==> config.mk <==
export PLATFORM = sky130hd
export DESIGN_NAME = hrfs_ctrl
export DESIGN_NICKNAME = d
export VERILOG_FILES = /design/src/design/hrfs_pkg.sv /design/src/design/hrfs_ctrl.sv
export SDC_FILE = /design/constraint.sdc
export NUM_CORES = 1
export LEC_CHECK = 0
export BUFFER_PORTS_ARGS = -buffer_cell sky130_fd_sc_hd__buf_2
export CAP_MARGIN = 30
export CORE_MARGIN = 1
export CORE_UTILIZATION = 30
export CTS_CLUSTER_SIZE = 16
export DETAILED_ROUTE_END_ITERATION = 8
export PLACE_DENSITY = 0.48
export SLEW_MARGIN = 30
export SYNTH_ARGS = -nofsm -noshare
export SYNTH_HDL_FRONTEND = slang
export SYNTH_SLANG_ARGS = --single-unit
==> constraint.sdc <==
create_clock -name i_clk -period 5.05 [get_ports i_clk]
set_clock_uncertainty 0.05 [all_clocks]
set_input_delay 0.7575 -clock i_clk [delete_from_list [all_inputs] [get_ports i_clk]]
set_output_delay 0.7575 -clock i_clk [all_outputs]
set_load 0.05 [all_outputs]
==> src/design/hrfs_pkg.sv <==
// ---------------------------------------------------------------------------
// hrfs_pkg
// Shared constants, widths and controller/datapath command types for the
// representative frame selector.
// ---------------------------------------------------------------------------
package hrfs_pkg;

    // Frame geometry
    localparam int BINS        = 3 * 256;
    localparam int MAX_FRAMES  = 32;
    localparam int COUNT_BITS  = 20;

    // Field widths
    localparam int IN_W        = 20;
    localparam int CFG_W       = 6;
    localparam int BEST_W      = 5;
    localparam int USED_W      = 6;
    localparam int ERR_W       = 60;

    // Derived widths
    localparam int BIN_W       = $clog2(BINS);
    localparam int FIDX_W      = $clog2(MAX_FRAMES);
    localparam int CNT_W       = $clog2(MAX_FRAMES + 1);
    localparam int STORE_DEPTH = MAX_FRAMES * BINS;
    localparam int ADDR_W      = $clog2(STORE_DEPTH);
    localparam int SUM_W       = COUNT_BITS + FIDX_W;
    localparam int NH_W        = COUNT_BITS + CNT_W;
    localparam int SQ_W        = 2 * NH_W;

    // Largest bin value that is kept
    localparam logic [IN_W-1:0] SAT_MAX = IN_W'((64'd1 << COUNT_BITS) - 64'd1);

    // Operation codes
    localparam logic OP_BIN   = 1'b0;
    localparam logic OP_FLUSH = 1'b1;

    // Commands from the controller to the datapath
    typedef struct packed {
        logic                  st_we;      // write bin value into frame store
        logic [ADDR_W-1:0]     st_waddr;
        logic [ADDR_W-1:0]     st_raddr;
        logic [BIN_W-1:0]      sum_raddr;
        logic                  ld;         // bin item accepted: update its sum
        logic                  ld_first;   // first frame of batch: overwrite sum
        logic                  fix;        // remove partial frame bin from sum
        logic                  scan;       // scan read issued
        logic                  scan_first; // first bin of a frame
        logic                  scan_last;  // last bin of a frame
        logic [FIDX_W-1:0]     scan_f;     // frame under scan
        logic [CNT_W-1:0]      n;          // frames in batch
        logic                  out_load;   // move best result to output
    } t_cmd;

    // Status from the datapath to the controller
    typedef struct packed {
        logic busy;      // scan pipeline still holds work
        logic out_full;  // output register holds an item
    } t_stat;

endpackage

==> src/design/hrfs_ctrl.sv <==
// ---------------------------------------------------------------------------
// hrfs_ctrl
// Sequencer: counts bins and frames, ends batches, and walks the partial
// frame correction and the scan over all stored frames.
// ---------------------------------------------------------------------------
module hrfs_ctrl (
    input  logic                     i_clk,
    input  logic                     i_rst_n,
    input  logic                     i_in_valid,
    input  logic                     i_op,
    output logic                     o_in_ready,
    input  logic                     i_cfg_valid,
    input  logic [hrfs_pkg::CFG_W-1:0] i_cfg_data,
    output logic                     o_cfg_ready,
    input  hrfs_pkg::t_stat          i_stat,
    output hrfs_pkg::t_cmd           o_cmd
);
    import hrfs_pkg::*;

    typedef enum logic [2:0] {
        S_IDLE,
        S_FIX,
        S_FIXW,
        S_SCAN,
        S_DRAIN,
        S_OUT
    } t_state;

    t_state            r_state, n_state;
    logic [CFG_W-1:0]  r_bf;
    logic [BIN_W-1:0]  r_bc,    n_bc;
    logic [CNT_W-1:0]  r_fc,    n_fc;
    logic [ADDR_W-1:0] r_base,  n_base;
    logic [BIN_W-1:0]  r_j,     n_j;
    logic [FIDX_W-1:0] r_f,     n_f;
    logic [ADDR_W-1:0] r_raddr, n_raddr;
    logic [CNT_W-1:0]  r_n,     n_n;
    logic [BIN_W-1:0]  r_part,  n_part;

    logic [CNT_W-1:0]  bsize;
    logic [CNT_W-1:0]  fc_inc;

    // Clamp the batch size into its legal range
    always_comb begin
        if (CNT_W'(r_bf) < CNT_W'(2)) begin
            bsize = CNT_W'(2);
        end else if (CNT_W'(r_bf) > CNT_W'(MAX_FRAMES)) begin
            bsize = CNT_W'(MAX_FRAMES);
        end else begin
            bsize = CNT_W'(r_bf);
        end
    end

    assign fc_inc      = r_fc + 1'b1;
    assign o_cfg_ready = 1'b1;
    assign o_in_ready  = (r_state == S_IDLE);

    // Next state, counters and commands
    always_comb begin
        n_state = r_state;
        n_bc    = r_bc;
        n_fc    = r_fc;
        n_base  = r_base;
        n_j     = r_j;
        n_f     = r_f;
        n_raddr = r_raddr;
        n_n     = r_n;
        n_part  = r_part;

        o_cmd            = '0;
        o_cmd.n          = r_n;
        o_cmd.st_waddr   = r_base + ADDR_W'(r_bc);
        o_cmd.st_raddr   = r_raddr;
        o_cmd.sum_raddr  = r_bc;
        o_cmd.scan_f     = r_f;

        case (r_state)
            S_IDLE: begin
                if (i_in_valid) begin
                    if (i_op == OP_FLUSH) begin
                        // End the batch early if a whole frame is stored
                        if (r_fc != '0) begin
                            n_n = r_fc;
                            n_j = '0;
                            n_f = '0;
                            if (r_bc != '0) begin
                                n_part  = r_bc;
                                n_raddr = r_base;
                                n_state = S_FIX;
                            end else begin
                                n_raddr = '0;
                                n_state = S_SCAN;
                            end
                        end
                        n_bc   = '0;
                        n_fc   = '0;
                        n_base = '0;
                    end else begin
                        // Store the bin and update its running sum
                        o_cmd.st_we    = 1'b1;
                        o_cmd.ld       = 1'b1;
                        o_cmd.ld_first = (r_fc == '0);
                        if (r_bc == BIN_W'(BINS - 1)) begin
                            n_bc   = '0;
                            n_fc   = fc_inc;
                            n_base = r_base + ADDR_W'(BINS);
                            if (fc_inc >= bsize) begin
                                n_n     = fc_inc;
                                n_j     = '0;
                                n_f     = '0;
                                n_raddr = '0;
                                n_fc    = '0;
                                n_base  = '0;
                                n_state = S_SCAN;
                            end
                        end else begin
                            n_bc = r_bc + 1'b1;
                        end
                    end
                end
            end
            S_FIX: begin
                // Take the partial frame back out of the sums
                o_cmd.fix       = 1'b1;
                o_cmd.sum_raddr = r_j;
                n_j             = r_j + 1'b1;
                n_raddr         = r_raddr + 1'b1;
                if (r_j == r_part - 1'b1) begin
                    n_state = S_FIXW;
                end
            end
            S_FIXW: begin
                // Let the last corrected sum land before the scan reads it
                n_j     = '0;
                n_f     = '0;
                n_raddr = '0;
                n_state = S_SCAN;
            end
            S_SCAN: begin
                // Issue one bin of one frame per cycle
                o_cmd.scan       = 1'b1;
                o_cmd.sum_raddr  = r_j;
                o_cmd.scan_first = (r_j == '0);
                o_cmd.scan_last  = (r_j == BIN_W'(BINS - 1));
                n_raddr          = r_raddr + 1'b1;
                if (r_j == BIN_W'(BINS - 1)) begin
                    n_j = '0;
                    n_f = r_f + 1'b1;
                    if (r_f == FIDX_W'(r_n - 1'b1)) begin
                        n_state = S_DRAIN;
                    end
                end else begin
                    n_j = r_j + 1'b1;
                end
            end
            S_DRAIN: begin
                if (!i_stat.busy) begin
                    n_state = S_OUT;
                end
            end
            S_OUT: begin
                // Hand the result over once the output register is free
                if (!i_stat.out_full) begin
                    o_cmd.out_load = 1'b1;
                    n_state        = S_IDLE;
                end
            end
            default: begin
                n_state = S_IDLE;
            end
        endcase
    end

    // Hold state, counters and the batch size register
    always_ff @(posedge i_clk) begin
        if (!i_rst_n) begin
            r_state <= S_IDLE;
            r_bf    <= CFG_W'(MAX_FRAMES);
            r_bc    <= '0;
            r_fc    <= '0;
            r_base  <= '0;
            r_j     <= '0;
            r_f     <= '0;
            r_raddr <= '0;
            r_n     <= '0;
            r_part  <= '0;
        end else begin
            r_state <= n_state;
            if (i_cfg_valid) begin
                r_bf <= i_cfg_data;
            end
            r_bc    <= n_bc;
            r_fc    <= n_fc;
            r_base  <= n_base;
            r_j     <= n_j;
            r_f     <= n_f;
            r_raddr <= n_raddr;
            r_n     <= n_n;
            r_part  <= n_part;
        end
    end

endmodule

==> results of run 1 <==
==> final timing paths <==
| check | endpoint | slack [ns] | cells after the start |
|---|---|---|---|
| hold / removal | r_raddr[4] | 0.45 | 1 |
| hold reg to reg | r_raddr[4] | 0.45 | 1 |
| setup / recovery | o_cmd[12] | 1.96 | 5 |
| setup reg to reg | r_j[7] | 2.03 | 11 |
==> metal layers <==
metal  vias to the layer above  track usage  share of wire
met5                         -            0              0
met4                         0       0.0658          0.012
met3                        12       0.0425          0.050
met2                       107        0.266           0.46
met1                      2195        0.214           0.48
li1                       2310            -              -
==> per-stage QoR <==
step,cell area [um2],cells,total power [uW],hold WS (ns)
after floorplan,5150,652,1310,0.424
after global placement,5480,892,1430,0.435
after detailed placement,5480,892,1440,0.439
after CTS,5800,907,2170,0.453
after global routing,5810,907,2260,0.483
final,5810,907,2140,0.450
==> flip-flops by register name (all words and copies together), names as in the netlist <==
| register | count |
|---|---|
| r_bc | 10 |
| r_fc | 6 |
| r_f | 5 |
| r_state | 3 |
| r_n | 6 |
| r_base | 7 |
| r_bf | 6 |
| r_part | 10 |
| r_raddr | 15 |
| r_j | 10 |
==> final cells by class <==
type / instances / area, um2 / share of cell area
tap: 220 / 275 / 0.0474
timing repair buffer: 76 / 390 / 0.0672
clock buffer: 11 / 253 / 0.0435
multi-input combinational: 500 / 3190 / 0.550
sequential: 78 / 1560 / 0.269
clock inverter: 4 / 70.1 / 0.0121
inverter: 18 / 67.6 / 0.0116
==> Yosys cell counts (7+ instances only) <==
cell,count
dfxtp_1,78
nand2_1,74
nor2_1,65
o21ai_0,40
nand3_1,31
nor2b_1,30
clkbuf_1,27
xnor2_1,25
xor2_1,21
a21oi_1,20
ha_1,19
inv_1,18
a21boi_0,14
mux2i_1,13
nand4_1,13
nor3_1,13
a31oi_1,11
and3_1,10
buf_2,10
nand2b_1,8
o31ai_1,7
==> placed cells by master, fill, tap and decap left out, types with 14 or more instances in the layout <==
cell type | Yosys | routed
dfxtp_1 | 78 | 78
buf_2 | 10 | 72
a21oi_1 | 20 | 20
nand3_1 | 31 | 31
nor2_1 | 65 | 65
inv_1 | 18 | 18
xor2_1 | 21 | 21
o21ai_0 | 40 | 40
a21boi_0 | 14 | 14
ha_1 | 19 | 19
nand2_1 | 74 | 74
xnor2_1 | 25 | 25
nor2b_1 | 30 | 30
==> cells by family after synthesis <==
logic type,Yosys count,share of synthesized area
buffers and inverters,74,0.0775
AND/OR/NAND/NOR,291,0.299
other,1,0.000729
multiplexers,13,0.0253
XOR/XNOR,46,0.0783
AO/OA/AOI/OAI,130,0.170
flip-flops,78,0.303
adder cells (fa/ha/maj),19,0.0462
==> critical path: cells and delay by family, from the launching register on <==
kind,cells,cell delay (ns)
buffers and inverters,1,0.25
AND/OR/NAND/NOR,3,0.92
flip-flops,1,0.50
adder cells (fa/ha/maj),1,0.26
==> power breakdown <==
part | internal (uW) | total, uW | switching [uW]
Sequential | 651 | 725 | 73.8
Clock | 455 | 716 | 260
Combinational | 197 | 696 | 499
Total | 1300 | 2140 | 833
==> results.md, run 1 <==
* CTS H-Tree Depth at 3
* Pwr/cell area at 368 nW/um2
* Yosys warns at 0
* Clk sink count at 78
* Root Driver: clkbuf_16
* Antenna violations before repair at 0
* Synth cell types at 74
* Post-Syn Instances at 652
* EDFF count, synth at 0
* Total CTS buffers at 9
* Mapped Avg Cell Area at 7.89 um2
* RSZ-0062 raised after global routing: false
* Post-CTS sizing at 0
* DRC viols at 0
* Gpl congestion at 0.813
* Final WL at 14200 um
* First-pass DRT Iterations at 4
* Fmax at 324 MHz
* Largest stage delay on the critical path at 0.58 ns
* Wire length per cell at 15.7 um
* Pin count of the biggest net entering global routing at 52
* Hold Crit Class: flip-flop to flip-flop
* Clock Tree Buf Depth at 2
* Rel. slew slack at 0.398
* GR Overflow Total at 0
* Vias per cell at 5.10
* Critical-path maximum fanout at 7
* First-pass GRT wire length at 23300 um
* Reg-to-reg startpoint: r_fc[0]
* Post-route ant nets at 0
* Post-Syn Nets at 684
* Max IR drop VDD at 0.207 mV
* Setup TNS at 0 ns
* Setup ws final at 1.96 ns
* Post-layout util at 0.349
* Cell Area, Synth at 5150 um2
* Static leakage at 0.00240 uW
* Tightest Pin Transition at 0.904 ns
* Crit path time final at 3.09 ns
* Sequential-to-total area share from yosys stat at 0.303
* Main flop type after synthesis: dfxtp_1
* Core box area at 16600 um2
* Setup-violating endpoint count in the final report at 0
* Crit path DAT at 2.28 ns
* CP Cell Sequence: ha_1, nand3_1, nor4b_2, and2_1, buf_2
* Initial drt markers at 336
* Layout cell share with drive strength beyond 1 at 0.164
* Area delta synth->final at 12.9%
* HP Start: r_raddr[4]
* Cell taking the most area after synthesis: dfxtp_1
* Routed via count at 4624
* Vias in the first global route at 4508
* Pins Over Slew Limit at 0
* Pre-CTS setup slack at 2.01 ns
* Setup bufs post-CTS at 0
* Final net count at 715
* Worst setup EP type: primary output
* Hold_buf cts at 0
* CTS tree: yes
* Slowest cell on crit path: nor4b_2
* Status: completed
* WS Path Type: flip-flop to primary output
* Post-synth top area share at 0.303
* Hpwl dp at 10000 um
* Die H at 133 um
* Die Area at 17700 um2
* Ant diodes at 0
* Startpoint Class: flip-flop
* Die W at 133 um
* Ys async rst share at 0
* Clock Pin Slew Worst Setup and Hold Paths at 0.06 ns
* Clk_lat worst skew at 0.34 ns
* Initial Utilization at 0.309
* IO Count at 74
* Tot GR Track Use at 0.167
* Crit path required time at 4.24 ns
* Synth Register Bits at 78
* Final period util at 0.611
* Crit path launch: r_j[0]
* Synth top area cells: dfxtp_1 30%, nand2_1 5.4%, nor2_1 4.7%
* Count of maximum capacitance violations at 0
* Fin. Hold Viols at 0
* Port Buffers at 72
* Row Count at 47
* Fillers at 1758
Power figures use the tool's default switching activity.
==> inputs of run 2 (changes only) <==
clock period = 3 ns   (was 5.05 ns; I/O delays follow)
==> results.md, run 2 (synthesis gave the netlist of run 1 again) <==
* Hold_buf cts at 0 (unchanged)
* Worst setup EP type: flip-flop
* Hold path depth at 3 (+2)
* Pwr/cell area at 594 nW/um2 (+62%)
* Largest stage delay on the critical path at 0.41 ns (-0.17 ns)
* Setup-violating endpoint count in the final report at 0 (unchanged)
* CP Cell Sequence: ha_2, nand3_1, xnor2_1, ha_1, a21oi_1, o21ai_0, a41o_2, a21boi_2, buf_4, or2_4, a21oi_1, o211a_1
* Clk_lat worst skew at 0.34 ns (about the same)
* Initial Utilization at 0.309 (unchanged)
* Reg-to-reg startpoint: r_fc[1]
* Fillers at 1738 (-1.1%)
* WP buf/inv at 1 (unchanged)
* Critical-path maximum fanout at 11 (+4)
* Worst hold slack at 0.281 ns (-0.169 ns)
* First-pass GRT wire length at 24300 um (+4.2%)
* DRC viols at 0 (unchanged)
* First-pass DRT Iterations at 5 (+1)
* Commonest non-fill, non-tap cells in the layout: 78 x dfxtp_1, 74 x nand2_1, 72 x buf_2
* Critical path depth at 12 (+7)
* Final period util at 0.946
* Final net count at 746 (+4.3%)
* Ant diodes at 0 (unchanged)
* Startpoint Class: flip-flop
* CTS tree: yes
* RSZ-0062 raised after global routing: false
* Static leakage at 0.00254 uW (+5.8%)
* Largest Register: r_raddr
* Post-route ant nets at 0 (unchanged)
* Max IR drop VDD at 0.308 mV (+49%)
* Clock Pin Slew Worst Setup and Hold Paths at 0.06 ns (about the same)
* Routed via count at 4760 (+2.9%)
* WS Path Type: flip-flop to flip-flop
* Row Count at 47 (unchanged)
* Clock Tree Buf Depth at 2 (unchanged)
* Family with the most delay on the worst path: compound AO/OA/AOI/OAI gates
* Commonest non-fill, non-tap cell in the layout: dfxtp_1
* Port Buffers at 72 (unchanged)
* Die Area at 17700 um2 (unchanged)
* Pins Over Slew Limit at 0 (unchanged)
* Fmax at 352 MHz
* Hold Crit Class: input port to flip-flop
* Core box area at 16600 um2 (unchanged)
* Die H at 133 um (unchanged)
* Count of maximum capacitance violations at 0 (unchanged)
* Fin. Hold Viols at 0 (unchanged)
* Total power at 3590 uW (+68%)
* Crit path time final at 2.84 ns
* R2R cell count at 12 (+1)
* HP Start: i_cfg_data[5]
* Vias in the first global route at 4722 (+4.7%)
* Worst path most repeated cell: a21oi_1
* Root Driver: clkbuf_16
* GR Overflow Total at 0 (unchanged)
* Slowest cell on crit path: dfxtp_1
* Crit path launch: r_fc[1]
* Tightest Pin Transition at 0.649 ns (-0.254 ns)
* CTS H-Tree Depth at 3 (unchanged)
* Antenna violations before repair at 0 (unchanged)
* Placement Cell Area at 5720 um2 (+4.4%)
* Crit path required time at 3.19 ns (-1.05 ns)
* Total CTS buffers at 9 (unchanged)
* Gpl congestion at 0.791 (-2.6%)
* Wire length per cell at 15.8 um (+0.92%)
* Tot GR Track Use at 0.174 (+0.00725)
* Final WL at 14900 um (+4.5%)
* IO Count at 74 (unchanged)
* Die W at 133 um (unchanged)
* Rel. slew slack at 0.566 (+0.168)
* Crit path DAT at 3.02 ns (+0.74 ns)
* Status: completed
* Vias per cell at 5.07 (-0.57%)
* Final Cell Area at 6040 um2 (+4.0%)
* Layout cell share with drive strength beyond 1 at 0.210 (+0.0455)
* Area delta synth->final at 17.4%
* Max reg flops at 15 (unchanged)
* Hpwl dp at 10600 um (+6.0%)
* Pin count of the biggest net entering global routing at 35 (-33%)
* Clk sink count at 78 (unchanged)
* Initial drt markers at 244 (-27%)
* Setup bufs post-CTS at 0 (unchanged)
run 2: timing repair:
action / 4_1_cts / 5_1_grt
endpoints found under the setup margin: 5 / 18
gates resized for setup: 1 / 4
cloned: 0 / 1
run 2: path summary, 6_finish.rpt:
kind	slack, ns	end
worst max register to register	0.16	r_raddr[12]
worst max-delay path	0.16	r_raddr[12]
worst min register to register	0.45	r_raddr[4]
worst min-delay path	0.28	r_bf[5]
run 2: metrics by stage:
step	setup slack, ns	util	TNS [ns]	cells
after global placement	-0.0105	0.344	-0.0273	922
after floorplan	-0.0171	-	-0.0171	652
final	0.161	0.363	0	939
after CTS	0.133	0.361	0	938
after global routing	0.000369	0.363	0	939
after detailed placement	-0.166	0.344	-0.614	922
run 2: metal layers:
| layer | vias up | GRT usage | share of wire |
|---|---|---|---|
| li1 | 2375 | - | - |
| met1 | 2248 | 0.224 | 0.48 |
| met2 | 124 | 0.287 | 0.45 |
| met3 | 13 | 0.0395 | 0.049 |
| met4 | 0 | 0.0543 | 0.013 |
| met5 | - | 0 | 0 |
run 2: worst reg2reg max path, stage by stage, from the launching register on:
cell and delay, ns:
dfxtp_1 0.41, ha_2 0.24, nand3_1 0.12, xnor2_1 0.16, ha_1 0.31, a21oi_1 0.19, o21ai_0 0.13, a41o_2 0.27
a21boi_2 0.21, buf_4 0.17, or2_4 0.21, a21oi_1 0.07, o211a_1 0.21
run 2: layout make-up:
type                       instances  area [um2]  share of cell area
inverter                          18        67.6              0.0112
timing repair buffer             106         616               0.102
multi-input combinational        501        3230               0.535
clock inverter                     7        65.1              0.0108
sequential                        78        1560               0.258
clock buffer                       9         225              0.0373
tap                              220         275              0.0456
run 2: power breakdown:
| group | switching (uW) | total (uW) | internal (uW) | leakage [uW] |
|---|---|---|---|---|
| logic | 898 | 1290 | 389 | 0.00177 |
| clock network | 460 | 1100 | 638 | 0.000141 |
| registers | 110 | 1210 | 1100 | 0.000631 |
| total | 1470 | 3590 | 2120 | 0.00254 |
